[config.mk]
export PLATFORM = sky130hd
export DESIGN_NAME = hptu_merge
export DESIGN_NICKNAME = d
export VERILOG_FILES = /design/src/rtl/homogeneous_point_transform_unit_defines.svh /design/src/rtl/hptu_pkg.sv /design/src/rtl/hptu_merge.sv
export SDC_FILE = /design/constraint.sdc
export NUM_CORES = 1
export LEC_CHECK = 0
export ABC_AREA = 1
export BUFFER_PORTS_ARGS = -buffer_cell sky130_fd_sc_hd__buf_4
export CORE_ASPECT_RATIO = 1.1
export CORE_UTILIZATION = 39
export CTS_BUF_LIST = sky130_fd_sc_hd__clkbuf_16
export DETAILED_ROUTE_END_ITERATION = 16
export MAX_ROUTING_LAYER = met4
export PLACE_DENSITY = 0.59
export SYNTH_ARGS = -nofsm -noshare
export SYNTH_HDL_FRONTEND = slang
export SYNTH_SLANG_ARGS = --single-unit
[constraint.sdc]
create_clock -name clock -period 3.85 [get_ports clock]
set_input_delay 0.5775 -clock clock [delete_from_list [all_inputs] [get_ports clock]]
set_output_delay 0.5775 -clock clock [all_outputs]
set_load 0.05 [all_outputs]
[src/rtl/homogeneous_point_transform_unit_defines.svh]
// Assertion macros for the homogeneous point transform unit.
`ifndef HOMOGENEOUS_POINT_TRANSFORM_UNIT_DEFINES_SVH
`define HOMOGENEOUS_POINT_TRANSFORM_UNIT_DEFINES_SVH

// Same-cycle implication, sampled on clock, off during reset.
`define HPTU_ASSERT_IMP(lbl, lhs, rhs, msg) \
   lbl: assert property (@(posedge clock) disable iff (reset) (lhs) |-> (rhs)) \
      else $error(msg);

// Next-cycle implication, sampled on clock, off during reset.
`define HPTU_ASSERT_NEXT(lbl, lhs, rhs, msg) \
   lbl: assert property (@(posedge clock) disable iff (reset) (lhs) |=> (rhs)) \
      else $error(msg);

`endif

[src/rtl/hptu_pkg.sv]
// Shared types and constants of the homogeneous point transform unit.
package hptu_pkg;
   typedef logic signed [31:0] coord_type;
   typedef logic [1:0]         status_type;
   typedef logic signed [65:0] row_type;

   localparam status_type STATUS_OK       = 2'd0;
   localparam status_type STATUS_SAT      = 2'd1;
   localparam status_type STATUS_ZERO_DEN = 2'd2;

   localparam coord_type CoordMax = 32'sh7FFF_FFFF;
   localparam coord_type CoordMin = 32'sh8000_0000;

   localparam int PairCount     = 8;
   localparam int CsrIndexWidth = 4;
   localparam int RowCount      = 4;
   localparam int CoordLanes    = 3;
   localparam int RowStages     = 3;
   localparam int DivSteps      = 32;
   localparam int DivStages     = DivSteps + 2;
   localparam int PipeStages    = RowStages + DivStages + 1;

   localparam logic [63:0] PAIR_RESET [PairCount] = '{
      64'd65536, 64'd0, 64'd281474976710656, 64'd0,
      64'd0, 64'd65536, 64'd0, 64'd281474976710656
   };

   typedef struct packed {
      logic [31:0] quot;
      logic        neg;
      logic        ovf;
      logic        dzero;
   } lane_result_type;
endpackage

[src/rtl/hptu_merge.sv]
// Merge stage: sign, saturation and status from the three divider lanes.
module hptu_merge (
   input  logic                      clock,
   input  logic                      en,
   input  hptu_pkg::lane_result_type lane_res [3],
   output hptu_pkg::coord_type       out_x,
   output hptu_pkg::coord_type       out_y,
   output hptu_pkg::coord_type       out_z,
   output hptu_pkg::status_type      status
);
   import hptu_pkg::*;

   coord_type  val [CoordLanes];
   logic [2:0] sat;
   status_type status_in;
   coord_type  x_ff, y_ff, z_ff;
   status_type status_ff;

   always_comb begin
      for (int i = 0; i < CoordLanes; i++) begin
         if (lane_res[i].neg) begin
            sat[i] = lane_res[i].ovf || (lane_res[i].quot > 32'h8000_0000);
            val[i] = sat[i] ? CoordMin : coord_type'(~lane_res[i].quot + 32'd1);
         end else begin
            sat[i] = lane_res[i].ovf || lane_res[i].quot[31];
            val[i] = sat[i] ? CoordMax : coord_type'(lane_res[i].quot);
         end
      end
      priority if (lane_res[0].dzero) status_in = STATUS_ZERO_DEN;
      else if (|sat)                  status_in = STATUS_SAT;
      else                            status_in = STATUS_OK;
   end

   always_ff @(posedge clock) begin
      if (en) begin
         x_ff      <= lane_res[0].dzero ? '0 : val[0];
         y_ff      <= lane_res[0].dzero ? '0 : val[1];
         z_ff      <= lane_res[0].dzero ? '0 : val[2];
         status_ff <= status_in;
      end
   end

   assign out_x  = x_ff;
   assign out_y  = y_ff;
   assign out_z  = z_ff;
   assign status = status_ff;
endmodule

## Word-level counts from Yosys, hierarchy flattened

Cells that the tools add are included.
Widths: inputs -> output; s select.

- Bits in latches: 0
- Bits of input ports: 107
- Memories: 0
- Word-level logic and storage cells: 33
- Memory bits (read-only): 0
- Bits in writable memories: 0
- Output and inout bits: 98
- Flip-flop bits (word level): 98

- $add $sub $neg: 3
- Bitwise gates (word level): 3
- Multiply operators: 0
- Shifts and indexed selects: 0
- Eq/ne operators: 0
- Order comparisons: 3
- Divide/modulo/power cells: 0
- Reductions and logical operators: 7
- Multiplexer cells: 13

Operators with widths:

| kind | number |
|---|---|
| $mux 32 | 9 |
| $add 32x1->32 const B | 3 |
| $gt 32x32->1 const B | 3 |
| $not 32->32 | 3 |
| $logic_or 1x1->1 | 6 |
| $mux 1 | 4 |
| $reduce_or 3->1 | 1 |

## Depth between registers and ports, before layout

- Depth in word-level cells: 5
- Gate-level depth with buffers: 13
- Gate-level depth less buffers: 12

## Worst setup path after synthesis

OpenSTA, ideal clock, no wires.

- Path type: input-to-reg
- Start: input port lane_res[3] (netlist bit)
- End: register z_ff[31] (netlist: out_z[31]), data pin
- Data required time: 3.598 ns
- Path buffers: 1
- Stages on the path: 12
- Data arrival time: 1.736 ns
- Setup time: 0.252 ns
- Setup slack: 1.862 ns
- Cell sequence: inv_1 -> ha_1 -> nand2_2 -> nor2_8 -> nand2_4 -> nor2_4 -> nand2_4 -> nand2_8 -> buf_8 -> nand2_1 -> nor2_1 -> nor2_1

- Cells in the longest elaborated chain, start to end: 4
- Elaborated cells on any way between the ends: 6
- Those cells by class: add/sub: 1; order compare: 1; mux: 2; bitwise: 1; reduce/logical: 1

Ends and longest elaborated chain:

| item | line | RTL |
|---|---|---|
| start, declared | hptu_merge.sv:5 | `input hptu_pkg::lane_result_type lane_res [3],` |
| $not 32->32 or $gt 32x32->1 (tied branches) | hptu_merge.sv:23, hptu_merge.sv:22 |  |
| $add 32x1->32 or $logic_or 1x1->1 (tied branches) | hptu_merge.sv:23, hptu_merge.sv:22 |  |
| $mux 32 (*) | hptu_merge.sv:23 | `val[i] = sat[i] ? CoordMin : coord_type'(~lane_res[i].quot + 32'd1);` |
| $mux 32 (*) | hptu_merge.sv:21 | `if (lane_res[i].neg) begin` |
| end signal, assigned | hptu_merge.sv:38 | `z_ff <= lane_res[0].dzero ? '0 : val[2];` |
| end, declared | hptu_merge.sv:16 | `coord_type x_ff, y_ff, z_ff;` |

Mark *: on every way between the ends. The rest lies on a longest branch, timed or not.
A chain may end at the register's enable or synchronous reset.

## Final worst setup path

- Start: input port lane_res[104] (netlist bit)
- End: register x_ff[25] (netlist: out_x[25]), data pin

- Cells in the longest elaborated chain, start to end: 4
- Elaborated cells on any way between the ends: 6
- Those cells by class: order compare: 1; mux: 3; reduce/logical: 2

Ends and longest elaborated chain:

| item | line | RTL |
|---|---|---|
| $gt 32x32->1 | hptu_merge.sv:22 | `sat[i] = lane_res[i].ovf \|\| (lane_res[i].quot > 32'h8000_0000);` |
| $logic_or 1x1->1 | hptu_merge.sv:22 |  |
| $mux 32 | hptu_merge.sv:23 |  |
| $mux 32 (*) | hptu_merge.sv:21 |  |
| end signal, assigned | hptu_merge.sv:36 | `x_ff <= lane_res[0].dzero ? '0 : val[0];` |
| end, declared | hptu_merge.sv:16 |  |

Marked as above.

==> impl_metrics.ini <==
[cells_and_area]
final_cell_mix = buf_4, nor2_1, nand2_1
multi_input_area_um2 = 4323
drive_above_1_share_pct = 25.77
final_common_cell = buf_4
nets = 1335
areaGrowthSynthToFinish_pct = 23.61
ff_latch_area_um2 = 2943
num-fill-cells = 2076
diodes = 0
stdcell_count = 1482
final_util_pct = 49.28

[placement]
hpwl_mm = 18.07
placed_cells = 1466
post-place-ws_ps = 1082
portBuffers = 202
gp_congestion = 0.9295

[worst_setup_path]
cp_data_required_time_ps = 3940
crit_chain = buf_4, nor2_1, buf_4, inv_1, nand2_2, nand2_2, nor2_1, nor2_1, nor2_1
crit_top_cell = nor2_1
crit_buf_inv = 3
timing_worst_setup_path_type = input port to register
slowest_stage = inv_1
cp_max_fo = 30
start_kind = input port
critPathTopFamily = simple AND/OR/NAND/NOR gates
critPathArrivalTime_ps = 2520
cp_slowest_stage_delay_ps = 630
end_kind = register

[detailed_routing]
routed_via_density = 5.236
drc_errors = 0
routed_wl_mm = 24.14
num_vias = 7760
firstDrtPassIters = 5
drt_iter0_drc = 399
wl_per_cell_um = 16.29
final_antenna_net_count = 0

[sta]
rsz0062_at_grt = false
setup_viol = 0
drv_slew = 0
setup_slack_ps = 1429
fin_crit_ps = 2421
worst-slew-pin-transition_ps = 981.5
clock.fmax_ghz = 0.4130
finalHoldViolCount = 0
post-route-period-util_pct = 62.89
maxSlewHeadroom_pct = 34.49
setup-tns-final_ps = 0

[cts]
cts_buffers = 9
cts_tree = yes
cts_sinks = 98
clk_path_buf_depth = 2
cts-root-buf = clkbuf_16
ctsResizeCount = 0
holdBufCountCts = 0
clk_pin_slew_ps = 80
postCtsSetupRepairBufs = 0
cts_max_level = 3

[synthesis]
synthDistinctLibCells = 39
ys_seq_elements = 98
syn-num-nets = 1164
syn_area_per_cell_um2 = 7.513
synth_seq_area_share_pct = 37.16
yosysWarnings = 0
synthCells = 1054
syn-cell-area_um2 = 7919

[job]
drv_cap = 0

[die]
start_util_pct = 39.87
rows = 54
fp.dieW_um = 137.9
die_y_um = 151.5
die_area_um2 = 20880
ios = 205
core_um2 = 19860

[pwr]
power_mw = 3.228
max-vdd-ir-drop_v = 0.0002184
cellLeakagePower_nw = 3.836
p_per_area_nw_per_um2 = 329.8

[run_status]
status = finished, final reports clean

[global_route]
grt_usage_pct = 24.19
grt_max_degree = 61
grt_pass1_vias = 7264
antenna_found_initial = 0
grt_pass1_wl_mm = 37.84
grt_overflow = 0

[min_path]
min_path_type = input port to register
Yosys cell counts (all sizes together):
master       count  area (um2)
nand3          107       700.7
edfxtp          98        2943
nand2          189       789.5
ha               3       37.54
nor2           214       902.1
nor3             7       35.03
xor2            29       254.0
clkbuf          26       118.9
nand3b          10       90.08
or2              3       18.77
buf             19       183.9
and2             1       6.260
o211ai           2       25.02
xnor2           10       87.58
nand4           36       225.2
dlygate4sd1      1       8.760
o21ai          103       515.5
a31oi            2       12.51
o21bai           7       52.55
a21oi           96       570.6
inv             91       341.6
sequential cells by signal, indices dropped and copies added (netlist names):
name / count
out_x: 32
status: 2
out_y: 32
out_z: 32
power by group:
group	internal, mW	switching (mW)	total, mW
Clock	0.517	0.459	0.976
Sequential	1.28	0.0296	1.31
Combinational	0.285	0.661	0.946
metrics by stage:
step	area [um2]	hold WS [ps]
finish	9788	559.1
global route	9788	593.6
CTS	9788	559.1
detailed placement	9482	929.6
global placement	9482	908.1
floorplan	7919	676.4
path summary, 6_finish.rpt:
path     startpoint                 endpoint  cells past startpoint
max   lane_res[104]  out_x[25]$_SDFFCE_PP0P_                      9
min    lane_res[38]   out_y[0]$_SDFFCE_PP0P_                      3
cell families after synthesis:
kind of cell    count (synthesis)  synth area share (%)
compound gates                210                 14.85
fa+ha+maj                       3                0.4741
simple gates                  567                 34.95
xor+xnor                       39                 4.313
buf+inv                       137                 8.248
flops                          98                 37.16
per-layer routing:
metal / GRT usage (%) / share of wire (%) / vias up
met2: 38.18 / 47 / 225
met4: 9.022 / 3.1 / 0
li1: - / - / 3916
met1: 31.33 / 45 / 3573
met3: 3.526 / 5.3 / 46
met5: - / 0 / -
layout make-up:
cell class                      count  share of cell area [%]
Multi-Input combinational cell    819                   44.16
Sequential cell                    98                   30.07
Timing Repair Buffer              206                   15.93
Inverter                           91                   3.490
Tap cell                          252                   3.221
Clock buffer                        9                   2.301
Clock inverter                      7                  0.8309
(Power assumes the default switching activity.)
